**src/hw/rtl/oile_pkg.sv**
```systemverilog
// Shared types, codes and field layout of the ordered item list engine.
package oile_pkg;

   // Default sizing of the list.
   localparam int unsigned MAX_ITEMS_DEF = 16;
   localparam int unsigned KEY_WIDTH_DEF = 32;

   // Stream widths, padded to whole bytes.
   localparam int unsigned REQ_TDATA_W = 40;
   localparam int unsigned RSP_TDATA_W = 56;

   // Request field layout.
   localparam int unsigned REQ_CMD_LSB = 0;
   localparam int unsigned REQ_ID_LSB  = 2;
   localparam int unsigned REQ_KEY_LSB = 6;

   // Response field layout.
   localparam int unsigned RSP_STATUS_LSB     = 0;
   localparam int unsigned RSP_COUNT_LSB      = 2;
   localparam int unsigned RSP_HEAD_VALID_BIT = 7;
   localparam int unsigned RSP_HEAD_ITEM_LSB  = 8;
   localparam int unsigned RSP_HEAD_KEY_LSB   = 12;
   localparam int unsigned RSP_CUR_END_BIT    = 44;
   localparam int unsigned RSP_CUR_ITEM_LSB   = 45;

   typedef enum logic [1:0] {
      CMD_SORTED = 2'd0,
      CMD_CURSOR = 2'd1,
      CMD_REMOVE = 2'd2,
      CMD_NOP    = 2'd3
   } cmd_type;

   localparam logic [1:0] STAT_OK       = 2'd0;
   localparam logic [1:0] STAT_LISTED   = 2'd1;
   localparam logic [1:0] STAT_UNLISTED = 2'd2;
   localparam logic [1:0] STAT_RSVD     = 2'd3;

endpackage

```
**src/hw/rtl/oile_ram.sv**
```systemverilog
// Generic single-write, single-read RAM with registered read data.
module oile_ram #(
   parameter int unsigned WIDTH = 8,
   parameter int unsigned DEPTH = 16
) (
   input  logic                     clock,
   input  logic                     wr_en,
   input  logic [$clog2(DEPTH)-1:0] wr_addr,
   input  logic [WIDTH-1:0]         wr_data,
   input  logic [$clog2(DEPTH)-1:0] rd_addr,
   output logic [WIDTH-1:0]         rd_data
);
   logic [WIDTH-1:0] mem_ff [DEPTH];
   logic [WIDTH-1:0] rd_data_ff;

   always_ff @(posedge clock) begin
      if (wr_en) begin
         mem_ff[wr_addr] <= wr_data;
      end
      rd_data_ff <= mem_ff[rd_addr];
   end

   assign rd_data = rd_data_ff;
endmodule

```
**src/hw/rtl/ordered_item_list_engine_unit.sv**
```systemverilog
// Top level of the ordered item list engine: sorted doubly linked list with a cursor.
// A sorted insert walks the next-link and key memories, one compare a cycle, to find
// its place. The next request is taken the cycle after the response is loaded.
// Reset is synchronous, active high: list empty, cursor on the end sentinel, member
// flags cleared; link and key memories keep their contents and are guarded by the flags.
module ordered_item_list_engine_unit #(
   parameter int unsigned MAX_ITEMS = oile_pkg::MAX_ITEMS_DEF,
   parameter int unsigned KEY_WIDTH = oile_pkg::KEY_WIDTH_DEF
) (
   input  logic                               clock,
   input  logic                               reset,
   input  logic                               req_tvalid,
   output logic                               req_tready,
   // cmd[1:0], item_id[5:2], item_key[37:6], zero pad[39:38]
   input  logic [oile_pkg::REQ_TDATA_W-1:0]   req_tdata,
   output logic                               rsp_tvalid,
   input  logic                               rsp_tready,
   // status[1:0], item_count[6:2], head_valid[7], head_item[11:8], head_key[43:12],
   // cursor_at_end[44], cursor_item[48:45], zero pad[55:49]
   output logic [oile_pkg::RSP_TDATA_W-1:0]   rsp_tdata
);
   import oile_pkg::*;

   // Item index width, and position width that also holds the end sentinel.
   localparam int unsigned IW = $clog2(MAX_ITEMS);
   localparam int unsigned PW = $clog2(MAX_ITEMS + 1);
   localparam logic [PW-1:0] SENT = PW'(MAX_ITEMS);

   typedef enum logic [2:0] {
      S_IDLE,
      S_CUR_N,
      S_WALK,
      S_LINK,
      S_LINK2,
      S_REMOVE,
      S_HEAD,
      S_DONE
   } state_type;

   // Sequencer and list registers.
   state_type            state_ff, state_in;
   cmd_type              cmd_ff, cmd_in;
   logic [IW-1:0]        id_ff, id_in;
   logic [KEY_WIDTH-1:0] key_ff, key_in;
   logic [PW-1:0]        p_ff, p_in;      // position the item goes after
   logic [PW-1:0]        n_ff, n_in;      // successor of p
   logic [1:0]           status_ff, status_in;
   logic [PW-1:0]        head_ff, head_in;
   logic [PW-1:0]        tail_ff, tail_in;
   logic [PW-1:0]        cursor_ff, cursor_in;
   logic [PW-1:0]        count_ff, count_in;
   logic [MAX_ITEMS-1:0] member_ff, member_in;
   logic                 rsp_valid_ff, rsp_valid_in;
   logic [RSP_TDATA_W-1:0] rsp_data_ff, rsp_data_in;

   // Memory ports.
   logic                 nx_we, pv_we, ky_we;
   logic [IW-1:0]        nx_waddr, pv_waddr, ky_waddr;
   logic [PW-1:0]        nx_wdata, pv_wdata;
   logic [KEY_WIDTH-1:0] ky_wdata;
   logic [IW-1:0]        rd_addr;          // shared by next-link and key memories
   logic [PW-1:0]        nx_rdata, pv_rdata;
   logic [KEY_WIDTH-1:0] ky_rdata;

   // Request fields.
   cmd_type              req_cmd;
   logic [3:0]           req_id;
   logic [31:0]          req_key;
   logic [IW-1:0]        req_idx;
   logic                 req_id_ok;
   logic                 req_listed;
   logic                 req_accept;

   // Response fields.
   logic                 head_valid;
   logic [3:0]           head_item;
   logic [31:0]          head_key;
   logic                 cur_at_end;
   logic [3:0]           cur_item;
   logic [PW-1:0]        id_pos;

   assign req_cmd    = cmd_type'(req_tdata[REQ_CMD_LSB +: 2]);
   assign req_id     = req_tdata[REQ_ID_LSB +: 4];
   assign req_key    = req_tdata[REQ_KEY_LSB +: 32];
   assign req_idx    = IW'(req_id);
   assign req_id_ok  = 32'(req_id) < MAX_ITEMS;
   assign req_listed = req_id_ok && member_ff[req_idx];
   assign req_tready = (state_ff == S_IDLE);
   assign req_accept = req_tvalid && req_tready;
   assign id_pos     = PW'(id_ff);

   // The head key is read from the key memory at head_ff during S_HEAD and held in S_DONE.
   assign head_valid = (head_ff != SENT);
   assign head_item  = head_valid ? 4'(head_ff) : 4'd0;
   assign head_key   = head_valid ? 32'(ky_rdata) : 32'd0;
   assign cur_at_end = (cursor_ff == SENT);
   assign cur_item   = cur_at_end ? 4'd0 : 4'(cursor_ff);

   always_comb begin
      state_in     = state_ff;
      cmd_in       = cmd_ff;
      id_in        = id_ff;
      key_in       = key_ff;
      p_in         = p_ff;
      n_in         = n_ff;
      status_in    = status_ff;
      head_in      = head_ff;
      tail_in      = tail_ff;
      cursor_in    = cursor_ff;
      count_in     = count_ff;
      member_in    = member_ff;
      rsp_valid_in = rsp_valid_ff;
      rsp_data_in  = rsp_data_ff;

      nx_we    = 1'b0;
      nx_waddr = id_ff;
      nx_wdata = n_ff;
      pv_we    = 1'b0;
      pv_waddr = id_ff;
      pv_wdata = p_ff;
      ky_we    = 1'b0;
      ky_waddr = req_idx;
      ky_wdata = KEY_WIDTH'(req_key);
      rd_addr  = IW'(head_ff);

      // Drop the response once it is taken.
      if (rsp_valid_ff && rsp_tready) begin
         rsp_valid_in = 1'b0;
      end

      unique case (state_ff)
         S_IDLE: begin
            if (req_accept) begin
               cmd_in    = req_cmd;
               id_in     = req_idx;
               key_in    = KEY_WIDTH'(req_key);
               status_in = STAT_OK;
               state_in  = S_HEAD;
               priority if (req_cmd == CMD_NOP) begin
                  status_in = STAT_OK;
               end else if (!req_id_ok) begin
                  status_in = STAT_UNLISTED;
               end else if (req_cmd == CMD_REMOVE) begin
                  if (!req_listed) begin
                     status_in = STAT_UNLISTED;
                  end else begin
                     // Fetch both links of the item; prev memory reads req_idx always.
                     rd_addr  = req_idx;
                     state_in = S_REMOVE;
                  end
               end else if (req_listed) begin
                  status_in = STAT_LISTED;
               end else begin
                  ky_we = 1'b1;
                  if (req_cmd == CMD_CURSOR) begin
                     p_in = cursor_ff;
                     if (cursor_ff == SENT) begin
                        n_in     = head_ff;
                        state_in = S_LINK;
                     end else begin
                        rd_addr  = IW'(cursor_ff);
                        state_in = S_CUR_N;
                     end
                  end else begin
                     // Sorted insert: start the walk at the sentinel.
                     p_in = SENT;
                     n_in = head_ff;
                     if (head_ff == SENT) begin
                        state_in = S_LINK;
                     end else begin
                        rd_addr  = IW'(head_ff);
                        state_in = S_WALK;
                     end
                  end
               end
            end
         end

         S_CUR_N: begin
            n_in     = nx_rdata;
            state_in = S_LINK;
         end

         S_WALK: begin
            // Stop at the first entry with a larger key; equal keys stay ahead.
            if (ky_rdata > key_ff) begin
               state_in = S_LINK;
            end else begin
               p_in = n_ff;
               n_in = nx_rdata;
               if (nx_rdata == SENT) begin
                  state_in = S_LINK;
               end else begin
                  rd_addr = IW'(nx_rdata);
               end
            end
         end

         S_LINK: begin
            nx_we    = 1'b1;
            nx_waddr = id_ff;
            nx_wdata = n_ff;
            pv_we    = 1'b1;
            pv_waddr = id_ff;
            pv_wdata = p_ff;
            state_in = S_LINK2;
         end

         S_LINK2: begin
            if (n_ff == SENT) begin
               tail_in = id_pos;
            end else begin
               pv_we    = 1'b1;
               pv_waddr = IW'(n_ff);
               pv_wdata = id_pos;
            end
            if (p_ff == SENT) begin
               head_in = id_pos;
            end else begin
               nx_we    = 1'b1;
               nx_waddr = IW'(p_ff);
               nx_wdata = id_pos;
            end
            member_in[id_ff] = 1'b1;
            count_in         = count_ff + PW'(1);
            if (cmd_ff == CMD_CURSOR) begin
               cursor_in = id_pos;
            end
            state_in = S_HEAD;
         end

         S_REMOVE: begin
            // Bridge predecessor and successor around the item.
            if (nx_rdata == SENT) begin
               tail_in = pv_rdata;
            end else begin
               pv_we    = 1'b1;
               pv_waddr = IW'(nx_rdata);
               pv_wdata = pv_rdata;
            end
            if (pv_rdata == SENT) begin
               head_in = nx_rdata;
            end else begin
               nx_we    = 1'b1;
               nx_waddr = IW'(pv_rdata);
               nx_wdata = nx_rdata;
            end
            if (cursor_ff == id_pos) begin
               cursor_in = pv_rdata;
            end
            member_in[id_ff] = 1'b0;
            if (count_ff != '0) begin
               count_in = count_ff - PW'(1);
            end
            state_in = S_HEAD;
         end

         S_HEAD: begin
            // Read the key at the updated head.
            state_in = S_DONE;
         end

         S_DONE: begin
            // Hold until the response register is free.
            if (!rsp_valid_ff || rsp_tready) begin
               rsp_valid_in = 1'b1;
               rsp_data_in  = {7'd0, cur_item, cur_at_end, head_key, head_item,
                               head_valid, 5'(count_ff), status_ff};
               state_in     = S_IDLE;
            end
         end

         default: begin
            state_in = S_IDLE;
         end
      endcase
   end

   always_ff @(posedge clock) begin
      if (reset) begin
         state_ff     <= S_IDLE;
         head_ff      <= SENT;
         tail_ff      <= SENT;
         cursor_ff    <= SENT;
         count_ff     <= '0;
         member_ff    <= '0;
         rsp_valid_ff <= 1'b0;
      end else begin
         state_ff     <= state_in;
         head_ff      <= head_in;
         tail_ff      <= tail_in;
         cursor_ff    <= cursor_in;
         count_ff     <= count_in;
         member_ff    <= member_in;
         rsp_valid_ff <= rsp_valid_in;
      end
      cmd_ff      <= cmd_in;
      id_ff       <= id_in;
      key_ff      <= key_in;
      p_ff        <= p_in;
      n_ff        <= n_in;
      status_ff   <= status_in;
      rsp_data_ff <= rsp_data_in;
   end

   assign rsp_tvalid = rsp_valid_ff;
   assign rsp_tdata  = rsp_data_ff;

   // Successor links.
   oile_ram #(.WIDTH(PW), .DEPTH(MAX_ITEMS)) u_next_ram (
      .clock   (clock),
      .wr_en   (nx_we),
      .wr_addr (nx_waddr),
      .wr_data (nx_wdata),
      .rd_addr (rd_addr),
      .rd_data (nx_rdata)
   );

   // Predecessor links.
   oile_ram #(.WIDTH(PW), .DEPTH(MAX_ITEMS)) u_prev_ram (
      .clock   (clock),
      .wr_en   (pv_we),
      .wr_addr (pv_waddr),
      .wr_data (pv_wdata),
      .rd_addr (req_idx),
      .rd_data (pv_rdata)
   );

   // Item keys.
   oile_ram #(.WIDTH(KEY_WIDTH), .DEPTH(MAX_ITEMS)) u_key_ram (
      .clock   (clock),
      .wr_en   (ky_we),
      .wr_addr (ky_waddr),
      .wr_data (ky_wdata),
      .rd_addr (rd_addr),
      .rd_data (ky_rdata)
   );
endmodule

```
**config.mk**
```make
export PLATFORM = sky130hd
export DESIGN_NAME = ordered_item_list_engine_unit
export DESIGN_NICKNAME = d
export VERILOG_FILES = /design/src/hw/rtl/oile_pkg.sv /design/src/hw/rtl/oile_ram.sv /design/src/hw/rtl/ordered_item_list_engine_unit.sv
export SDC_FILE = /design/constraint.sdc
export NUM_CORES = 1
export LEC_CHECK = 0
export BUFFER_PORTS_ARGS = -buffer_cell sky130_fd_sc_hd__clkbuf_2
export CAP_MARGIN = 20
export CORE_MARGIN = 2
export CORE_UTILIZATION = 45
export CTS_BUF_LIST = sky130_fd_sc_hd__clkbuf_8
export DETAILED_ROUTE_END_ITERATION = 8
export PLACE_DENSITY = 0.67
export SLEW_MARGIN = 20
export SYNTH_ARGS = -nofsm -noshare
export SYNTH_HDL_FRONTEND = slang
export SYNTH_HIERARCHICAL = 1
export SYNTH_SLANG_ARGS = --single-unit
export TNS_END_PERCENT = 1
```
**constraint.sdc**
```tcl
create_clock -name clock -period 7.1 [get_ports clock]
set_input_delay 0 -clock clock [delete_from_list [all_inputs] [get_ports clock]]
set_output_delay 0 -clock clock [all_outputs]
set_load 0.03 [all_outputs]
```
Yosys cells after proc, flatten, opt, wreduce, memory -nomap -nowiden
Memory sizes are Yosys's and may differ from the RTL's. A register that Yosys moved wholly into a read port is not among the register bits.
Cells that the tools add are included.

cells by class
  $mul = 0
  divide/modulo/power cells = 0
  add/sub/neg operators = 2
  bitwise gates (word level) = 3
  order comparisons = 4
  equality and inequality tests = 32
  reductions and logical operators = 19
  mux-type cells = 85
  shift operators = 0

operators by type and width
  operator            count
  $mux 5              22
  $pmux 5 s2          6
  $mux 4              13
  $gt 32x32->1        1
  $pmux 16 s2         1
  $eq 5x5->1 const B  6
  $mux 3              8
  $pmux 4 s2          3
  $mux 1              22
  $pmux 3 s7          1
  $ne 2x2->1 const B  10
  $and 16x16->16      1
  $not 16->16         1
  $or 16x16->16       1
  $pmux 5 s3          1
  $eq 3x3->1 const B  4
  $lt 4x5->1 const B  2
  $reduce_and 3->1    3
  $mux 2              4
  $reduce_and 7->1    1
  $eq 3x2->1 const B  2
  $ne 3x3->1 const B  2
  $pmux 1 s3          2
  $reduce_and 2->1    3
  other kinds (20)    25

storage, ports and cells
  word-level logic and storage cells = 163
  bits in read-only memories = 0
  input port bits = 44
  output and inout port bits = 58
  memories kept = 3
  memory bits (writable) = 672
  bits in latches = 0
  register bits after elaboration = 134

memories
  name               words  bits a word  rd ports  clocked after Yosys merged registers in  write ports  RTL line        RTL
  u_key_ram.mem_ff   16     32           1         1                                        1            oile_ram.sv:13  logic [WIDTH-1:0] mem_ff [DEPTH];
  u_next_ram.mem_ff  16     5            1         1                                        1            oile_ram.sv:13
  u_prev_ram.mem_ff  16     5            1         1                                        1            oile_ram.sv:13

Longest topological paths before layout
  depth after elaboration = 9
  depth in mapped cells = 14
  mapped depth without buffers = 12

Cells and area by module
The synthesis kept the hierarchy.

modules (own cells, without submodules)
  module                         sequential area each (um2)  cells each  times used  area an instance (um2)
  oile_ram (u_key_ram)           16015.4                     838         1           19835.3
  ordered_item_list_engine_unit  3673.5                      651         1           6875.3
  oile_ram (u_next_ram ...)      2502.4                      155         2           3213.1

Worst setup path before layout
Ideal clock, no wire load.

  kind = register to register
  start point = register (tool-made name)
  end point = memory u_key_ram/mem_ff[0][0] (netlist name) (enable)
  arrival time = 4.545 ns
  slack = 2.094 ns
  period minus slack after synthesis = 5.006 ns
  setup time = 0.461 ns
  buffers on the path = 1
  data required time = 6.639 ns
  cell stages (with the launch flop) = 9
  cells stage by stage = dfxtp_1 -> mux4_2 -> mux2_2 -> and2_1 -> buf_6 -> or3_4 -> nor2_1 -> or3b_2 -> nor3_1

RTL lines
  what           RTL line
  end, declared  oile_ram.sv:13

Worst setup path after layout
  start point = register key_ff[31]
  end point = register u_key_ram.rd_data_ff[12] (netlist: u_key_ram/rd_data[12]), read port of u_key_ram.mem_ff

on the way
  word-level cells in the longest chain between the ends = 3

RTL lines
  what                    RTL line                              RTL
  start, declared         ordered_item_list_engine_unit.sv:44   logic [KEY_WIDTH-1:0] key_ff, key_in;
  start signal, assigned  ordered_item_list_engine_unit.sv:299  key_ff <= key_in;
  $gt 32x32->1            ordered_item_list_engine_unit.sv:186  if (ky_rdata > key_ff) begin
  $mux 4                  ordered_item_list_engine_unit.sv:186
  $pmux 4 s2              ordered_item_list_engine_unit.sv:131  unique case (state_ff)
  net rd_addr[2]          ordered_item_list_engine_unit.sv:61   logic [IW-1:0] rd_addr;
  end, declared           oile_ram.sv:14                        logic [WIDTH-1:0] rd_data_ff;

The timed path passes the listed nets, and every way through them passes these cells.
A chain may end at the register's enable or synchronous reset.

==> impl_metrics.tcl <==
set metrics [dict create \
    status "finished, final reports clean" \
    grt_pass1_wl_um 111100 \
    fp.dieW_um 275.4 \
    powerDensity_mw_per_mm2 327.9 \
    ff2ff_path_depth 12 \
    port_buffers 92 \
    ys_warn_count 6 \
    dieArea_sq_mm 0.07582 \
    drtAntennaViolNets 0 \
    worstPathRequired_ns 7.82 \
    synth_edf_count 771 \
    final.setup.tns_ns 0 \
    clockRootBuffer "clkbuf_8" \
    p_total_w 0.01245 \
    drt_iter0_drc 1747 \
    r2r_end "u_key_ram/rd_data[12]" \
    clock.fmax_mhz 188.8 \
    path_clk_slew_ns 0.06 \
    pin_count 102 \
    netlist_instances 1799 \
    ys.flop_type "edfxtp_1" \
    end_kind "flop" \
    cap_violations 0 \
    grt_usage_pct 19.94 \
    dp.final_hpwl_um 41710 \
    hp-class "input pin to flop" \
    skew_ns 0.04717 \
    synth.largest_area_cell "edfxtp_1" \
    path_cells "inv_1 -> ha_1 -> nand4_1 -> nor4_1 -> nand3_1 -> o21ai_1 -> and3_1 -> a311o_1 -> nor2b_4 -> buf_4 -> a22oi_1 -> nand2_1" \
    holdPathStages 2 \
    r2r_slack_ns 1.80 \
    cp_slowest_cell "nor2b_4" \
    grt_setup_unrepaired "false" \
    r2r-start "key_ff[31]" \
    core_area_sq_mm 0.07296 \
    synth_seq_cells 848 \
    grt_max_degree 149 \
    max_stage_delay_ns 0.98 \
    min_period_ns 5.297 \
    nets 2099 \
    grt_pass1_vias 18222 \
    numCtsBuffers 139 \
    vias 17708 \
    hold_viol 0 \
    clock-sinks 848 \
    period_share_pct 74.61 \
    endpoint "u_key_ram/rd_data[12]" \
    critical_path_class "flop to flop" \
    drt-wirelength-per-cell_um 24.07 \
    seq_area_frac_synth_pct 74.52 \
    ctsHoldBuffers 42 \
    area_growth_pct 14.56 \
    clkLatencyLatePin_ns 0.79 \
    gr-total-overflow 0 \
    ys_top_cells_by_area "edfxtp_1, mux4_2, dfxtp_1, a22oi_1, ha_1" \
    cts_tree "done" \
    ir_drop_v 0.0001660 \
    slew_viol_final 0 \
    finalSetupViolCount 0 \
    netlist_top_cells_count "edfxtp_1, mux4_2, nand2_1" \
    drive_above_1_share_pct 24.09 \
    leakagePower_nw 12.60 \
    antenna_found_initial 6 \
    tightest_slew_ns 1.162 \
    start_kind "flop" \
    cts_setup_buffers 0 \
    synth.distinct_cells 65 \
    gp_congestion 0.8679 \
    worstPathArrival_ns 6.02 \
    drt-total-wl_um 74530 \
    htreeDepth 4 \
    synth.most_common_cell "edfxtp_1" \
    clockBufferDepth 3 \
    syn-mean-instance-area_sq_um 18.42 \
    cp-startpoint "key_ff[31]" \
    synth_top_area_share_pct 69.87 \
    rows 99 \
    relSlewSlack_pct 22.55 \
    drc 0 \
    async_flop_share_pct 0 \
    start_util_pct 45.42 \
    firstDrtPassIters 6 \
    netlist_area_sq_mm 0.03314 \
    vias_per_cell 5.720 \
    fp.dieH_um 275.4 \
    cts_resized 0 \
    worst-path-max-fanout 24 \
]
## layout make-up
class / count / area, sq um
fill: 5752 / 35000
sequential: 848 / 24690
multi-input combinational: 818 / 7990
clock buffer: 159 / 2188
tap: 959 / 1200
timing repair buffer: 166 / 1184
clock inverter: 97 / 526.8
inverter: 46 / 172.7
antenna: 3 / 7.507
## logic make-up after synthesis
logic type               count (synthesis)  synth area share (%)
AO/OA/AOI/OAI                          211                 4.535
XOR/XNOR                                10                0.2643
other                                    1               0.01132
multiplexers                           187                 12.08
flip-flops                             848                 74.52
buffers and inverters                  139                 1.903
adder cells (fa/ha/maj)                 36                 1.382
AND/OR/NAND/NOR                        367                 5.301
## metal layers
metal  GRT usage (%)  wire [um]
met1           26.67      30950
met2           32.34      36540
met3           4.176       5169
met4           7.610       1822
met5               0         49
## cell usage in the layout, fill, tap and decap left out, types with 12 or more instances in the layout
cell / n
nor3_1: 17
mux2i_1: 13
nor2_1: 72
dfxtp_1: 77
clkbuf_2: 92
clkinv_1: 29
edfxtp_1: 771
nor2_4: 14
o21ai_1: 19
a21o_1: 12
clkbuf_8: 159
nand2_1: 115
ha_1: 35
inv_1: 83
nor2b_1: 46
a21oi_1: 36
nand3_1: 42
a311oi_1: 15
buf_4: 27
dlygate4sd3_1: 42
a22oi_1: 84
mux4_2: 170
## state kept, by name (all words and copies together), names as in the netlist, named ones only
name	count
rsp_tvalid	1
p_ff	5
rsp_tdata	49
count_ff	5
key_ff	32
n_ff	5
u_next_ram/rd_data	5
head_ff	5
cursor_ff	5
u_key_ram/mem_ff	512
cmd_ff	2
u_prev_ram/rd_data	5
id_ff	4
state_ff	3
u_prev_ram/mem_ff	80
u_next_ram/mem_ff	80
u_key_ram/rd_data	32
status_ff	2
## report_power, final
group / internal (W) / switching (W)
Combinational: 0.000892 / 0.00137
Sequential: 0.00589 / 0.000199
Clock: 0.00217 / 0.00193
Total: 0.00895 / 0.00349
## critical path, delay by kind of cell, from the launching register on
kind                       cells  cell delay [ns]
adders and majority gates      1             0.31
AOI/OAI and AO/OA              3             1.29
and+or+nand+nor                6             2.85
DFF                            1             0.33
buffers and inverters          2             0.39
## worst min-delay path by stage
stage	startpoint	endpoint	slack (ns)
finish	req_tdata[2]	id_ff[0]	0.04
detailed placement	rsp_tready	rsp_tvalid	0.33
floorplan	req_tdata[0]	cmd_ff[0]	0.1
CTS	req_tdata[2]	id_ff[0]	0.02
global route	req_tdata[2]	id_ff[0]	0.07
global placement	rsp_tready	rsp_tvalid	0.33
## stage by stage
stage	cell area, sq um	hold WS (ns)	setup WS (ns)	std cells	util [%]
2_1_floorplan	33160	0.09887	2.094	1805	-
3_3_place_gp	34780	0.3285	2.015	2793	47.67
3_5_place_dp	34780	0.3340	1.978	2793	47.67
4_1_cts	37920	0.01863	1.986	3091	51.97
5_1_grt	37960	0.07308	1.463	3095	52.03
6_report	37960	0.04306	1.803	3096	52.03
Power figures use the tool's default switching activity.
